### config.mk
export PLATFORM = sky130hd
export DESIGN_NAME = pi_drift_rate_controller
export DESIGN_NICKNAME = d
export VERILOG_FILES = /design/src/rtl/core/pidr_pkg.sv /design/src/rtl/core/pidr_serial_mul.sv /design/src/rtl/core/pidr_ppm_div.sv /design/src/rtl/core/pi_drift_rate_controller.sv
export SDC_FILE = /design/constraint.sdc
export NUM_CORES = 2
export LEC_CHECK = 0
export BUFFER_PORTS_ARGS = -buffer_cell sky130_fd_sc_hd__buf_2
export CAP_MARGIN = 0
export CORE_ASPECT_RATIO = 1.2
export CORE_MARGIN = 8
export CORE_UTILIZATION = 55
export DETAILED_ROUTE_END_ITERATION = 10
export PLACE_DENSITY = 0.75
export SLEW_MARGIN = 30
export SYNTH_ARGS = -nofsm -noshare
export SYNTH_HDL_FRONTEND = slang
export SYNTH_SLANG_ARGS = --single-unit
### constraint.sdc
create_clock -name clock -period 5.7 [get_ports clock]
set_clock_uncertainty 0.1 [all_clocks]
set_input_delay 0.57 -clock clock [delete_from_list [all_inputs] [get_ports clock]]
set_output_delay 0.57 -clock clock [all_outputs]
set_load 0.02 [all_outputs]
### src/rtl/core/pidr_pkg.sv
`timescale 1ns / 1ps
// ----------------------------------------------------------------------------
// pidr_pkg: shared types and constants of the drift rate PI controller
// Payload structs, register indexes and reset values, fixed-point widths and
// the request/status structs of the serial multiplier and ratio divider.
// ----------------------------------------------------------------------------
package pidr_pkg;

   // Field widths
   localparam int CORR_W     = 32;   // signed corrections, ppm * 2^-16
   localparam int MAXC_W     = 31;
   localparam int THR_W      = 31;
   localparam int GAIN_W     = 32;
   localparam int LIM_W      = 48;
   localparam int DT_W       = 24;
   localparam int RATIO_W    = 48;
   localparam int PHASE_W    = 32;

   // Configuration port
   localparam int CSR_IDX_W  = 3;
   localparam int CSR_DATA_W = 48;

   localparam logic [CSR_IDX_W-1:0] CSR_MAX_CORRECTION   = 3'd0;
   localparam logic [CSR_IDX_W-1:0] CSR_RESYNC_THRESHOLD = 3'd1;
   localparam logic [CSR_IDX_W-1:0] CSR_KP_GAIN          = 3'd2;
   localparam logic [CSR_IDX_W-1:0] CSR_KI_GAIN          = 3'd3;
   localparam logic [CSR_IDX_W-1:0] CSR_INTEGRAL_LIMIT   = 3'd4;

   localparam logic [MAXC_W-1:0] MAXC_RESET = 31'd32768000;
   localparam logic [THR_W-1:0]  THR_RESET  = 31'd5000;
   localparam logic [GAIN_W-1:0] KP_RESET   = 32'd1677722;
   localparam logic [GAIN_W-1:0] KI_RESET   = 32'd167772;
   localparam logic [LIM_W-1:0]  LIM_RESET  = 48'd3276800000;

   // Function codes
   localparam logic [1:0] FUNC_UPDATE = 2'd0;
   localparam logic [1:0] FUNC_CLEAR  = 2'd1;
   localparam logic [1:0] FUNC_RESET  = 2'd2;

   // Fixed-point constants
   localparam logic [DT_W-1:0]    DT_LIMIT   = 24'h05_0000;        // 5 s, Q16
   localparam logic [RATIO_W-1:0] RATIO_ONE  = 48'h0100_0000_0000; // 1.0, Q40
   localparam int                 PPM_SCALE  = 1000000;

   // Internal datapath widths
   localparam int INT_W      = LIM_W + 1;         // integral, |x| <= limit
   localparam int DTPROD_W   = 50;                // |phase| * dt < 2^50
   localparam int ACC_W      = DTPROD_W + 2;      // integral plus increment
   localparam int KP_SHIFT   = 8;
   localparam int KI_SHIFT   = 24;
   localparam int PPROD_W    = 55;                // (kp * |phase|) >> 8
   localparam int PTERM_W    = PPROD_W + 1;
   localparam int MUL_A_W    = 48;
   localparam int MUL_B_W    = 32;
   localparam int MUL_P_W    = MUL_A_W + MUL_B_W;
   localparam int IPROD_W    = MUL_P_W - KI_SHIFT;
   localparam int PI_W       = IPROD_W + 2;       // signed sum of both terms
   localparam int CMAG_W     = CORR_W - 1;        // magnitude of a correction
   localparam int RATIO_SH   = 24;                // total * 2^24 / 1e6
   localparam int DIV_Q_W    = 36;                // quotient < 2^36
   localparam int DIV_REM_W  = 20;                // remainder < 1e6 < 2^20

   typedef struct packed {
      logic [1:0]                 func;
      logic signed [PHASE_W-1:0]  phase_offset;
      logic signed [CORR_W-1:0]   skew_corr;
      logic [DT_W-1:0]            dt_sec;
   } req_type;

   typedef struct packed {
      logic [RATIO_W-1:0]         rate_ratio;
      logic signed [CORR_W-1:0]   dynamic_correction;
      logic signed [CORR_W-1:0]   total_correction;
      logic                       resync_needed;
   } rsp_type;

   typedef struct packed {
      logic                 start;
      logic [MUL_A_W-1:0]   mcand;
      logic [MUL_B_W-1:0]   mplier;
   } mul_req_type;

   typedef struct packed {
      logic                 done;
      logic [MUL_P_W-1:0]   product;
   } mul_rsp_type;

   typedef struct packed {
      logic                 start;
      logic [CMAG_W-1:0]    mag;
   } div_req_type;

   typedef struct packed {
      logic                 done;
      logic [DIV_Q_W-1:0]   quot;
   } div_rsp_type;

endpackage

### src/rtl/core/pidr_serial_mul.sv
`timescale 1ns / 1ps
// ----------------------------------------------------------------------------
// pidr_serial_mul: bit-serial shift-and-add multiplier
// Unsigned 48 x 32 multiply, one multiplier bit per cycle, LSB first. The
// product appears with a one-cycle done pulse once the last bit is shifted in.
// ----------------------------------------------------------------------------
module pidr_serial_mul (
   input  logic                  clock,
   input  logic                  reset,
   input  pidr_pkg::mul_req_type mul_req,
   output pidr_pkg::mul_rsp_type mul_rsp
);
   import pidr_pkg::*;

   localparam int CNT_W = $clog2(MUL_B_W);

   logic [MUL_P_W-1:0] prod_ff, prod_in;
   logic [MUL_A_W-1:0] mcand_ff, mcand_in;
   logic [CNT_W-1:0]   count_ff, count_in;
   logic               busy_ff, busy_in;
   logic               done_ff, done_in;
   logic [MUL_A_W:0]   upper_sum;

   // Upper half of the running product plus the multiplicand when the
   // current multiplier bit is set.
   assign upper_sum = {1'b0, prod_ff[MUL_P_W-1:MUL_B_W]}
                    + (prod_ff[0] ? {1'b0, mcand_ff} : {(MUL_A_W+1){1'b0}});

   // Next-state logic: load on start, otherwise shift one bit per cycle while busy.
   always_comb begin
      prod_in  = prod_ff;
      mcand_in = mcand_ff;
      count_in = count_ff;
      busy_in  = busy_ff;
      done_in  = 1'b0;
      if (mul_req.start) begin
         mcand_in = mul_req.mcand;
         prod_in  = {{MUL_A_W{1'b0}}, mul_req.mplier};
         count_in = '0;
         busy_in  = 1'b1;
      end else if (busy_ff) begin
         prod_in  = {upper_sum, prod_ff[MUL_B_W-1:1]};
         count_in = count_ff + 1'b1;
         if (count_ff == CNT_W'(MUL_B_W - 1)) begin
            busy_in = 1'b0;
            done_in = 1'b1;
         end
      end
   end

   always_ff @(posedge clock) begin
      prod_ff  <= prod_in;
      mcand_ff <= mcand_in;
      if (reset) begin
         count_ff <= '0;
         busy_ff  <= 1'b0;
         done_ff  <= 1'b0;
      end else begin
         count_ff <= count_in;
         busy_ff  <= busy_in;
         done_ff  <= done_in;
      end
   end

   assign mul_rsp.done    = done_ff;
   assign mul_rsp.product = prod_ff;

endmodule

### src/rtl/core/pidr_ppm_div.sv
`timescale 1ns / 1ps
// ----------------------------------------------------------------------------
// pidr_ppm_div: serial divider for the ppm-to-ratio conversion
// Computes floor(mag * 2^24 / 1000000) by restoring division, one quotient
// bit per cycle. The top numerator bits are preloaded into the remainder,
// since they lie below the divisor, which leaves 36 steps.
// ----------------------------------------------------------------------------
module pidr_ppm_div (
   input  logic                  clock,
   input  logic                  reset,
   input  pidr_pkg::div_req_type div_req,
   output pidr_pkg::div_rsp_type div_rsp
);
   import pidr_pkg::*;

   localparam int PRE_W = CMAG_W + RATIO_SH - DIV_Q_W;   // preloaded bits
   localparam int LOW_W = CMAG_W - PRE_W;                // mag bits shifted in
   localparam int CNT_W = $clog2(DIV_Q_W);
   localparam logic [DIV_REM_W:0] DIVISOR = (DIV_REM_W+1)'(PPM_SCALE);

   logic [DIV_REM_W-1:0] rem_ff, rem_in;
   logic [DIV_Q_W-1:0]   shift_ff, shift_in;
   logic [CNT_W-1:0]     count_ff, count_in;
   logic                 busy_ff, busy_in;
   logic                 done_ff, done_in;
   logic [DIV_REM_W:0]   partial;
   logic [DIV_REM_W:0]   trial;
   logic                 fits;

   // Bring down the next numerator bit and try to subtract the divisor.
   assign partial = {rem_ff, shift_ff[DIV_Q_W-1]};
   assign trial   = partial - DIVISOR;
   assign fits    = (partial >= DIVISOR);

   // Numerator bits leave the top of the shift register while quotient
   // bits enter at the bottom.
   always_comb begin
      rem_in   = rem_ff;
      shift_in = shift_ff;
      count_in = count_ff;
      busy_in  = busy_ff;
      done_in  = 1'b0;
      if (div_req.start) begin
         rem_in   = {{(DIV_REM_W-PRE_W){1'b0}}, div_req.mag[CMAG_W-1 -: PRE_W]};
         shift_in = {div_req.mag[LOW_W-1:0], {RATIO_SH{1'b0}}};
         count_in = '0;
         busy_in  = 1'b1;
      end else if (busy_ff) begin
         rem_in   = fits ? trial[DIV_REM_W-1:0] : partial[DIV_REM_W-1:0];
         shift_in = {shift_ff[DIV_Q_W-2:0], fits};
         count_in = count_ff + 1'b1;
         if (count_ff == CNT_W'(DIV_Q_W - 1)) begin
            busy_in = 1'b0;
            done_in = 1'b1;
         end
      end
   end

   always_ff @(posedge clock) begin
      rem_ff   <= rem_in;
      shift_ff <= shift_in;
      if (reset) begin
         count_ff <= '0;
         busy_ff  <= 1'b0;
         done_ff  <= 1'b0;
      end else begin
         count_ff <= count_in;
         busy_ff  <= busy_in;
         done_ff  <= done_in;
      end
   end

   assign div_rsp.done = done_ff;
   assign div_rsp.quot = shift_ff;

endmodule

### src/rtl/core/pi_drift_rate_controller.sv
`timescale 1ns / 1ps
// ----------------------------------------------------------------------------
// pi_drift_rate_controller: PI loop steering an audio resampler against drift
// Every request transaction returns exactly one response transaction with the
// held ratio, corrections and sticky resync flag after the request is applied.
// A full update request passes through acceptance, the threshold check, the
// phase-times-dt product and its clamp, the proportional and the integral
// products, saturation of their sum, the total correction, the ratio
// conversion and the hand-off to the response register. The three products
// run one after another in one shared bit-serial multiplier, and the ratio
// conversion runs in a bit-serial divider. When dt is zero or at least 5 s
// the phase-times-dt product and its clamp are skipped. An update that trips
// the resync threshold goes from the threshold check straight to the
// hand-off, and a clear, reset or unused request goes from acceptance
// straight to the hand-off. One request is in work at a time; a new one is
// accepted as soon as the previous one has moved to the response register,
// even if that response has not yet been taken.
// ----------------------------------------------------------------------------
module pi_drift_rate_controller (
   input  logic                                 clock,
   input  logic                                 reset,
   input  logic                                 req_valid,
   output logic                                 req_ready,
   input  pidr_pkg::req_type                    req_data,
   output logic                                 rsp_valid,
   input  logic                                 rsp_ready,
   output pidr_pkg::rsp_type                    rsp_data,
   input  logic                                 csr_wr_en,
   input  logic [pidr_pkg::CSR_IDX_W-1:0]       csr_index,
   input  logic [pidr_pkg::CSR_DATA_W-1:0]      csr_wdata
);
   import pidr_pkg::*;

   typedef enum logic [3:0] {
      S_IDLE,
      S_CHECK,
      S_INTEG,
      S_CLAMP,
      S_PTERM,
      S_ITERM,
      S_DYN,
      S_TOT,
      S_RATIO,
      S_DIV,
      S_RESP
   } state_type;

   // Configuration registers
   logic [MAXC_W-1:0]  max_corr_ff;
   logic [THR_W-1:0]   thr_ff;
   logic [GAIN_W-1:0]  kp_ff;
   logic [GAIN_W-1:0]  ki_ff;
   logic [LIM_W-1:0]   int_lim_ff;

   // Control and loop state
   state_type                 state_ff, state_in;
   logic                      flag_ff, flag_in;
   logic signed [INT_W-1:0]   integral_ff, integral_in;
   logic signed [CORR_W-1:0]  dyn_ff, dyn_in;
   logic signed [CORR_W-1:0]  tot_ff, tot_in;
   logic [RATIO_W-1:0]        ratio_ff, ratio_in;
   logic                      rsp_valid_ff, rsp_valid_in;

   // Per-transaction payload
   logic                      phase_neg_ff, phase_neg_in;
   logic [PHASE_W-1:0]        pmag_ff, pmag_in;
   logic signed [CORR_W-1:0]  skew_ff, skew_in;
   logic [DT_W-1:0]           dt_ff, dt_in;
   logic signed [ACC_W-1:0]   acc_ff, acc_in;
   logic signed [PTERM_W-1:0] pterm_ff, pterm_in;
   logic signed [PI_W-1:0]    pi_sum_ff, pi_sum_in;
   rsp_type                   rsp_data_ff, rsp_data_in;

   // Datapath helpers
   logic [PHASE_W-1:0]        phase_bits;
   logic [INT_W-1:0]          int_bits;
   logic [INT_W-1:0]          imag_full;
   logic [CORR_W-1:0]         tot_bits;
   logic [CORR_W-1:0]         tmag_full;
   logic signed [ACC_W-1:0]   acc_lim;
   logic signed [ACC_W-1:0]   acc_clamped;
   logic signed [PI_W-1:0]    pi_lim;
   logic signed [PI_W-1:0]    pi_clamped;
   logic signed [CORR_W:0]    tot_sum;
   logic signed [CORR_W:0]    tot_lim;
   logic signed [CORR_W:0]    tot_clamped;
   logic signed [ACC_W-1:0]   dt_prod;
   logic signed [PTERM_W-1:0] pprod;
   logic signed [PI_W-1:0]    iprod;
   logic signed [PI_W-1:0]    pterm_ext;
   logic                      dt_ok;

   mul_req_type mul_req;
   mul_rsp_type mul_rsp;
   div_req_type div_req;
   div_rsp_type div_rsp;

   pidr_serial_mul u_mul (
      .clock   (clock),
      .reset   (reset),
      .mul_req (mul_req),
      .mul_rsp (mul_rsp)
   );

   pidr_ppm_div u_div (
      .clock   (clock),
      .reset   (reset),
      .div_req (div_req),
      .div_rsp (div_rsp)
   );

   // Configuration writes; indexes beyond the register list are ignored.
   always_ff @(posedge clock) begin
      if (reset) begin
         max_corr_ff <= MAXC_RESET;
         thr_ff      <= THR_RESET;
         kp_ff       <= KP_RESET;
         ki_ff       <= KI_RESET;
         int_lim_ff  <= LIM_RESET;
      end else if (csr_wr_en) begin
         unique case (csr_index)
            CSR_MAX_CORRECTION:   max_corr_ff <= csr_wdata[MAXC_W-1:0];
            CSR_RESYNC_THRESHOLD: thr_ff      <= csr_wdata[THR_W-1:0];
            CSR_KP_GAIN:          kp_ff       <= csr_wdata[GAIN_W-1:0];
            CSR_KI_GAIN:          ki_ff       <= csr_wdata[GAIN_W-1:0];
            CSR_INTEGRAL_LIMIT:   int_lim_ff  <= csr_wdata[LIM_W-1:0];
            default: ;
         endcase
      end
   end

   // Magnitudes of the incoming phase, the integral and the total.
   assign phase_bits = req_data.phase_offset;
   assign int_bits   = integral_ff;
   assign imag_full  = int_bits[INT_W-1] ? (~int_bits + 1'b1) : int_bits;
   assign tot_bits   = tot_ff;
   assign tmag_full  = tot_bits[CORR_W-1] ? (~tot_bits + 1'b1) : tot_bits;

   // Signed products taken from the multiplier, with the phase or integral
   // sign applied.
   assign dt_prod = phase_neg_ff
                  ? -$signed({{(ACC_W-DTPROD_W){1'b0}}, mul_rsp.product[DTPROD_W-1:0]})
                  :  $signed({{(ACC_W-DTPROD_W){1'b0}}, mul_rsp.product[DTPROD_W-1:0]});
   assign pprod   = phase_neg_ff
                  ? -$signed({1'b0, mul_rsp.product[KP_SHIFT +: PPROD_W]})
                  :  $signed({1'b0, mul_rsp.product[KP_SHIFT +: PPROD_W]});
   assign iprod   = int_bits[INT_W-1]
                  ? -$signed({{(PI_W-IPROD_W){1'b0}}, mul_rsp.product[MUL_P_W-1:KI_SHIFT]})
                  :  $signed({{(PI_W-IPROD_W){1'b0}}, mul_rsp.product[MUL_P_W-1:KI_SHIFT]});
   assign pterm_ext = $signed({{(PI_W-PTERM_W){pterm_ff[PTERM_W-1]}}, pterm_ff});

   assign dt_ok = (dt_ff != '0) && (dt_ff < DT_LIMIT);

   // Anti-windup clamp of the accumulated integral.
   always_comb begin
      acc_lim = $signed({{(ACC_W-LIM_W){1'b0}}, int_lim_ff});
      if (acc_ff > acc_lim) begin
         acc_clamped = acc_lim;
      end else if (acc_ff < -acc_lim) begin
         acc_clamped = -acc_lim;
      end else begin
         acc_clamped = acc_ff;
      end
   end

   // Saturation of the PI sum to the correction limit.
   always_comb begin
      pi_lim = $signed({{(PI_W-MAXC_W){1'b0}}, max_corr_ff});
      if (pi_sum_ff > pi_lim) begin
         pi_clamped = pi_lim;
      end else if (pi_sum_ff < -pi_lim) begin
         pi_clamped = -pi_lim;
      end else begin
         pi_clamped = pi_sum_ff;
      end
   end

   // Skew plus dynamic correction, saturated to the same limit.
   always_comb begin
      tot_sum = $signed({skew_ff[CORR_W-1], skew_ff}) + $signed({dyn_ff[CORR_W-1], dyn_ff});
      tot_lim = $signed({{(CORR_W+1-MAXC_W){1'b0}}, max_corr_ff});
      if (tot_sum > tot_lim) begin
         tot_clamped = tot_lim;
      end else if (tot_sum < -tot_lim) begin
         tot_clamped = -tot_lim;
      end else begin
         tot_clamped = tot_sum;
      end
   end

   // Sequencer: walks one request at a time through the shared serial multiplier and the serial divider.
   always_comb begin
      state_in     = state_ff;
      flag_in      = flag_ff;
      integral_in  = integral_ff;
      dyn_in       = dyn_ff;
      tot_in       = tot_ff;
      ratio_in     = ratio_ff;
      rsp_valid_in = rsp_valid_ff;
      phase_neg_in = phase_neg_ff;
      pmag_in      = pmag_ff;
      skew_in      = skew_ff;
      dt_in        = dt_ff;
      acc_in       = acc_ff;
      pterm_in     = pterm_ff;
      pi_sum_in    = pi_sum_ff;
      rsp_data_in  = rsp_data_ff;

      mul_req.start  = 1'b0;
      mul_req.mcand  = {{(MUL_A_W-CMAG_W){1'b0}}, pmag_ff[CMAG_W-1:0]};
      mul_req.mplier = kp_ff;
      div_req.start  = 1'b0;
      div_req.mag    = tmag_full[CMAG_W-1:0];

      if (rsp_valid_ff && rsp_ready) begin
         rsp_valid_in = 1'b0;
      end

      unique case (state_ff)
         S_IDLE: begin
            if (req_valid) begin
               state_in = S_RESP;
               unique case (req_data.func)
                  FUNC_UPDATE: begin
                     phase_neg_in = phase_bits[PHASE_W-1];
                     pmag_in      = phase_bits[PHASE_W-1] ? (~phase_bits + 1'b1)
                                                          : phase_bits;
                     skew_in      = req_data.skew_corr;
                     dt_in        = req_data.dt_sec;
                     state_in     = S_CHECK;
                  end
                  FUNC_CLEAR: begin
                     flag_in = 1'b0;
                  end
                  FUNC_RESET: begin
                     integral_in = '0;
                     dyn_in      = '0;
                     tot_in      = '0;
                     ratio_in    = RATIO_ONE;
                  end
                  default: ;
               endcase
            end
         end
         S_CHECK: begin
            if (pmag_ff > {1'b0, thr_ff}) begin
               // Hard resync: sticky flag and loop reset, no PI step.
               flag_in     = 1'b1;
               integral_in = '0;
               dyn_in      = '0;
               tot_in      = '0;
               ratio_in    = RATIO_ONE;
               state_in    = S_RESP;
            end else if (dt_ok) begin
               mul_req.start  = 1'b1;
               mul_req.mplier = {{(MUL_B_W-DT_W){1'b0}}, dt_ff};
               state_in       = S_INTEG;
            end else begin
               mul_req.start = 1'b1;
               state_in      = S_PTERM;
            end
         end
         S_INTEG: begin
            if (mul_rsp.done) begin
               acc_in   = $signed({{(ACC_W-INT_W){integral_ff[INT_W-1]}}, integral_ff})
                        + dt_prod;
               state_in = S_CLAMP;
            end
         end
         S_CLAMP: begin
            integral_in   = acc_clamped[INT_W-1:0];
            mul_req.start = 1'b1;
            state_in      = S_PTERM;
         end
         S_PTERM: begin
            if (mul_rsp.done) begin
               pterm_in       = pprod;
               mul_req.start  = 1'b1;
               mul_req.mcand  = imag_full[MUL_A_W-1:0];
               mul_req.mplier = ki_ff;
               state_in       = S_ITERM;
            end
         end
         S_ITERM: begin
            if (mul_rsp.done) begin
               pi_sum_in = pterm_ext + iprod;
               state_in  = S_DYN;
            end
         end
         S_DYN: begin
            dyn_in   = pi_clamped[CORR_W-1:0];
            state_in = S_TOT;
         end
         S_TOT: begin
            tot_in   = tot_clamped[CORR_W-1:0];
            state_in = S_RATIO;
         end
         S_RATIO: begin
            div_req.start = 1'b1;
            state_in      = S_DIV;
         end
         S_DIV: begin
            if (div_rsp.done) begin
               ratio_in = tot_ff[CORR_W-1]
                        ? RATIO_ONE - {{(RATIO_W-DIV_Q_W){1'b0}}, div_rsp.quot}
                        : RATIO_ONE + {{(RATIO_W-DIV_Q_W){1'b0}}, div_rsp.quot};
               state_in = S_RESP;
            end
         end
         S_RESP: begin
            // Move the held values into the response register once it is free.
            if (!rsp_valid_ff || rsp_ready) begin
               rsp_valid_in                   = 1'b1;
               rsp_data_in.rate_ratio         = ratio_ff;
               rsp_data_in.dynamic_correction = dyn_ff;
               rsp_data_in.total_correction   = tot_ff;
               rsp_data_in.resync_needed      = flag_ff;
               state_in                       = S_IDLE;
            end
         end
         default: state_in = S_IDLE;
      endcase
   end

   always_ff @(posedge clock) begin
      phase_neg_ff <= phase_neg_in;
      pmag_ff      <= pmag_in;
      skew_ff      <= skew_in;
      dt_ff        <= dt_in;
      acc_ff       <= acc_in;
      pterm_ff     <= pterm_in;
      pi_sum_ff    <= pi_sum_in;
      rsp_data_ff  <= rsp_data_in;
      if (reset) begin
         state_ff     <= S_IDLE;
         flag_ff      <= 1'b0;
         integral_ff  <= '0;
         dyn_ff       <= '0;
         tot_ff       <= '0;
         ratio_ff     <= RATIO_ONE;
         rsp_valid_ff <= 1'b0;
      end else begin
         state_ff     <= state_in;
         flag_ff      <= flag_in;
         integral_ff  <= integral_in;
         dyn_ff       <= dyn_in;
         tot_ff       <= tot_in;
         ratio_ff     <= ratio_in;
         rsp_valid_ff <= rsp_valid_in;
      end
   end

   assign req_ready = (state_ff == S_IDLE);
   assign rsp_valid = rsp_valid_ff;
   assign rsp_data  = rsp_data_ff;

`ifndef SYNTHESIS
   // The multiplier finishes only while the sequencer waits for a product.
   a_mul_done_expected: assert property (@(posedge clock) disable iff (reset)
      mul_rsp.done |-> (state_ff == S_INTEG || state_ff == S_PTERM || state_ff == S_ITERM))
      else $error("multiplier result arrived outside a product wait state");

   // The divider finishes only while the sequencer waits for the ratio.
   a_div_done_expected: assert property (@(posedge clock) disable iff (reset)
      div_rsp.done |-> (state_ff == S_DIV))
      else $error("divider result arrived outside the ratio wait state");

   // A reported ratio lies below one exactly when the total correction is negative.
   a_ratio_sign: assert property (@(posedge clock) disable iff (reset)
      (state_ff == S_RESP) |-> (tot_ff[CORR_W-1] == (ratio_ff < RATIO_ONE)))
      else $error("ratio and total correction disagree in sign");
`endif

endmodule
==> results.txt <==
TritonCTS built the clock tree. Across every metal layer, demand over resource in global routing totals 0.317. The clock buffer count from CTS is 94. The violation count after the first detailed-routing iteration is ~5000. The count of placed standard cells including taps is between 7000 and 8000. For this run, design rule violations remaining after detail routing come to 0.

The total of endpoints with negative setup slack in the final report is 0. The setup TNS came out at 0 ns. The primary flip-flop cell chosen by synthesis mapping is sky130_fd_sc_hd__edfxtp_1.

In this run the standard cell core region covers between 0.1 and 0.15 mm2. After detailed routing, the average wire length per cell comes to between 20 and 25 um. The area of the die came out at around 0.12 mm2.

The static leakage power is 26.6 nW. The actual transition at the worst max-transition pin is 0.967 ns. The net count of the finished layout is around 7300. The number of antenna violations at the first check in global routing came out at 3.

In this run the count of I/O pins placed on the die edge is 261. The total vias in the final route came out at between 50000 and 60000. In the final layout, the share of cells above drive strength 1 is 0.108.

The cell at the root of the clock tree is sky130_fd_sc_hd__clkbuf_16. The via count of the first global-routing pass is about 50000. The number of max-slew violations in the final report is 0.

In this run the vertical extent of the chip is ~370 um. The later pin in the worst-skew pair is clocked with a latency of about 0.73 ns. The hold path startpoint is req_data[67]. The data arrival time of the worst path is just under 6 ns. After synthesis, the share of flip-flops with an asynchronous set or reset is 0. The worst path in the final design needs a cycle of 5.50 ns, including I/O delays and setup. Before antenna repair, the detailed router went through 8 iterations. The clock tree synthesis step divided the H-tree into 3 levels. The number of warnings issued by yosys came out at 0. Setup repair after global routing could not meet its margin everywhere. The synthesized area divided by synthesized cell count came out at 9.02 um2. VDD sags by at most 0.311 mV.

The worst setup path is of the flop to flop kind. The critical path's largest stage delay came out at between 0.4 and 0.5 ns. The clock tree buffer depth came out at 3.

At the end of routability-driven placement, the weighted congestion stood at between 0.9 and 1. Dividing the final minimum period by the clock period gives 0.964. The number of I/O port buffers came out at between 200 and 300. The synthesized design contains roughly 470 enable-type register cells. The initial utilization of the core area, before any placement, comes to 0.554.

STA classifies the critical path startpoint as a flop. Static timing analysis puts the maximum clock frequency at ~180 MHz. The slowest stage of the critical path is the sky130_fd_sc_hd__edfxtp_1 cell. The max-cap violation count is 0. The cell row count is 130. The width of the chip came out at 313 um. The relative area change from synthesis to final layout came out at 13.2%. The critical path goes through inv_1, ha_1, nand2_1, or3_1, or3_1, nand2_1, xnor2_1, ha_1, and4_1, nand2_1, or3_4, a211o_1, a211o_1, a2111oi_2, buf_4, o311ai_2, a211oi_2, mux2i_1, nor2_1.

The ratio of total power to cell area is between 300 and 400 mW/mm2. The clock transition at the registers of the reported paths is 0.07 ns. The count of final hold-check violations came out at 0. The count of nets left with antenna violations after detail routing is 0.

Using the TritonRoute via totals, the vias-per-cell ratio works out to roughly 6.3. For this run the aggregate overflow at the end of global routing stands at 0. The cell count after synthesis came out at 6435. Excluding fillers, the count of instances in the completed layout stands at roughly 8200.

The required arrival time at the worst endpoint is roughly 6.1 ns. The run finished with clean final reports. Yosys mapped the design onto 100 distinct sky130hd cell types. Broken down by cell family, the worst path's largest delay share belongs to simple AND/OR/NAND/NOR gates.

In this design, the critical path's most frequently occurring cell is sky130_fd_sc_hd__nand2_1. The worst setup path is captured at a flop. The relative slew slack is 0.355. The sum of buffers and inverters on the critical path came out at 2.

In this run the worst setup path begins at u_mul.prod_ff[25]. Summing every instance area after synthesis gives 0.0581 mm2. In this run the critical register-to-register path is launched from u_mul.prod_ff[25].

The first-pass GRT wire length came out at ~290000 um. The post-synthesis register bit count came out at 894. The placed wire-length estimate after detailed placement is ~140000 um.

The placed standard-cell area is 0.0614 mm2. The sum of routed wire length over all layers came out at between 150000 and 200000 um. In this run the worst hold path is classified as primary input to flop. The maximum number of pins on one net before global-route repair came out at between 90 and 100.

The top fanout value on the critical path is 5. The sequential cell area fraction in the yosys report came out at 0.390. The clock sink total is slightly below 900.

The area of all placed cells without fillers came out at 0.0657 mm2.
==> worst paths after layout <==
path | endpoint | slack [ns] | cells past startpoint
min | pmag_ff[11] | 0.06 | 2
max | pi_sum_ff[54] | 0.20 | 19
max reg2reg | pi_sum_ff[54] | 0.20 | 19
min reg2reg | rsp_data[103] | 0.33 | 0
==> power by group <==
part / internal, mW / leakage [nW] / total, mW / switching [mW]
logic: 3.03 / 17.2 / 8.09 / 5.05
clock network: 3.83 / 1.62 / 6.64 / 2.81
registers: 7.66 / 7.78 / 8.41 / 0.744
==> layer usage <==
layer  share of wire  track usage  wire length [um]
met5               0            0                 0
met3           0.075       0.0526             14400
met2            0.48        0.541             91400
met1            0.38        0.371             72300
met4           0.071        0.198             13600
==> flip-flops by register name, indices dropped and copies added, names as in the netlist, 36 cells and up <==
| name | cells |
|---|---|
| acc_ff | 52 |
| int_bits | 49 |
| u_mul.mcand_ff | 48 |
| pterm_ff | 56 |
| int_lim_ff | 48 |
| u_div.shift_ff | 36 |
| rsp_data | 106 |
| ratio_ff | 41 |
| u_mul.prod_ff | 80 |
| pi_sum_ff | 58 |
==> final cells by class <==
type                    count  area (um2)
well taps                1386        1730
flip-flops and latches    894       22600
diodes                      3        7.51
repair buffers            519        3610
clock buffers             116        2540
inverters                 236         890
clock inverters            61         779
multi-input cells        4959       33500
fillers                  8800       39000
==> kinds of logic after synthesis <==
group | after synthesis | synth area share
flip-flops | 894 | 0.390
other | 1 | 0.0000646
AND/OR/NAND/NOR | 2174 | 0.180
buffers and inverters | 588 | 0.0386
XOR/XNOR | 543 | 0.0820
multiplexers | 98 | 0.0170
adder cells (fa/ha/maj) | 487 | 0.105
AO/OA/AOI/OAI | 1650 | 0.187
==> cell usage after synthesis (13+ instances only) <==
cell,count,share of area
sky130_fd_sc_hd__nor2b_1,51,0.0055
sky130_fd_sc_hd__and3_1,45,0.0048
sky130_fd_sc_hd__a211o_1,24,0.0036
sky130_fd_sc_hd__edfxtp_1,472,0.24
sky130_fd_sc_hd__a21o_1,206,0.027
sky130_fd_sc_hd__inv_1,234,0.015
sky130_fd_sc_hd__nand4_1,95,0.010
sky130_fd_sc_hd__dfxtp_1,422,0.15
sky130_fd_sc_hd__buf_1,26,0.0017
sky130_fd_sc_hd__a32o_1,21,0.0036
sky130_fd_sc_hd__a221oi_1,25,0.0038
sky130_fd_sc_hd__nor3_1,152,0.013
sky130_fd_sc_hd__mux2i_1,94,0.016
sky130_fd_sc_hd__clkbuf_1,315,0.020
sky130_fd_sc_hd__o21a_1,45,0.0058
sky130_fd_sc_hd__nand2_1,853,0.055
sky130_fd_sc_hd__nor2_1,374,0.024
sky130_fd_sc_hd__o41ai_1,36,0.0054
sky130_fd_sc_hd__o21bai_1,29,0.0037
sky130_fd_sc_hd__a211oi_1,41,0.0053
sky130_fd_sc_hd__a222oi_1,17,0.0029
sky130_fd_sc_hd__ha_1,483,0.10
sky130_fd_sc_hd__o21ai_0,325,0.028
sky130_fd_sc_hd__nor4_1,84,0.0091
sky130_fd_sc_hd__or4_1,34,0.0044
sky130_fd_sc_hd__nand3b_1,74,0.0096
sky130_fd_sc_hd__or2_2,26,0.0028
sky130_fd_sc_hd__o22ai_1,13,0.0014
sky130_fd_sc_hd__a221o_1,51,0.0088
sky130_fd_sc_hd__a31oi_1,63,0.0068
sky130_fd_sc_hd__and2_1,62,0.0067
sky130_fd_sc_hd__xnor2_1,350,0.053
sky130_fd_sc_hd__nand2b_1,47,0.0051
sky130_fd_sc_hd__a21oi_1,449,0.039
sky130_fd_sc_hd__nand3_1,167,0.014
sky130_fd_sc_hd__o211ai_1,46,0.0059
sky130_fd_sc_hd__xor2_1,192,0.029
sky130_fd_sc_hd__or3_1,54,0.0058
sky130_fd_sc_hd__a22oi_1,29,0.0037
sky130_fd_sc_hd__o31ai_1,104,0.013
sky130_fd_sc_hd__a21boi_0,14,0.0018
==> worst reg2reg max path, cell delays in order (launching register included) <==
cell and delay (ns):
sky130_fd_sc_hd__edfxtp_1 0.49, sky130_fd_sc_hd__inv_1 0.16, sky130_fd_sc_hd__ha_1 0.20, sky130_fd_sc_hd__nand2_1 0.16
sky130_fd_sc_hd__or3_1 0.39, sky130_fd_sc_hd__or3_1 0.39, sky130_fd_sc_hd__nand2_1 0.11, sky130_fd_sc_hd__xnor2_1 0.11
sky130_fd_sc_hd__ha_1 0.37, sky130_fd_sc_hd__and4_1 0.22, sky130_fd_sc_hd__nand2_1 0.13, sky130_fd_sc_hd__or3_4 0.44
sky130_fd_sc_hd__a211o_1 0.32, sky130_fd_sc_hd__a211o_1 0.38, sky130_fd_sc_hd__a2111oi_2 0.38, sky130_fd_sc_hd__buf_4 0.20
sky130_fd_sc_hd__o311ai_2 0.15, sky130_fd_sc_hd__a211oi_2 0.27, sky130_fd_sc_hd__mux2i_1 0.21, sky130_fd_sc_hd__nor2_1 0.05
==> cells in the final DEF (no fill, tap or decap), types with 192 or more instances in the layout <==
cell type,netlist,layout
sky130_fd_sc_hd__xnor2_1,350,348
sky130_fd_sc_hd__a21oi_1,449,445
sky130_fd_sc_hd__xor2_1,192,192
sky130_fd_sc_hd__a21o_1,206,206
sky130_fd_sc_hd__buf_2,4,252
sky130_fd_sc_hd__inv_1,234,233
sky130_fd_sc_hd__edfxtp_1,472,472
sky130_fd_sc_hd__nand2_1,853,852
sky130_fd_sc_hd__nor2_1,374,368
sky130_fd_sc_hd__ha_1,483,482
sky130_fd_sc_hd__dfxtp_1,422,418
sky130_fd_sc_hd__o21ai_0,325,322
==> through the flow <==
step	hold slack [ns]	setup slack, ns	utilization	power (mW)
after floorplan	0.306	0.245	-	13.9
after global placement	0.315	0.0398	0.586	16.2
after detailed placement	0.319	-0.0667	0.586	16.3
after CTS	0.0223	0.0502	0.625	23.0
after global routing	0.0479	-0.0455	0.627	24.2
final	0.0554	0.204	0.627	23.1
==> what timing repair did <==
action | in CTS | in global routing
hold buffers | 73 | 0
buffers inserted | 0 | 7
gates resized for setup | 2 | 41
setup endpoints to repair | 3 | 93
pin swaps | 0 | 9
endpoints found under the hold margin | 73 | 0
gates cloned | 0 | 1
Power figures use the tool's default switching activity.
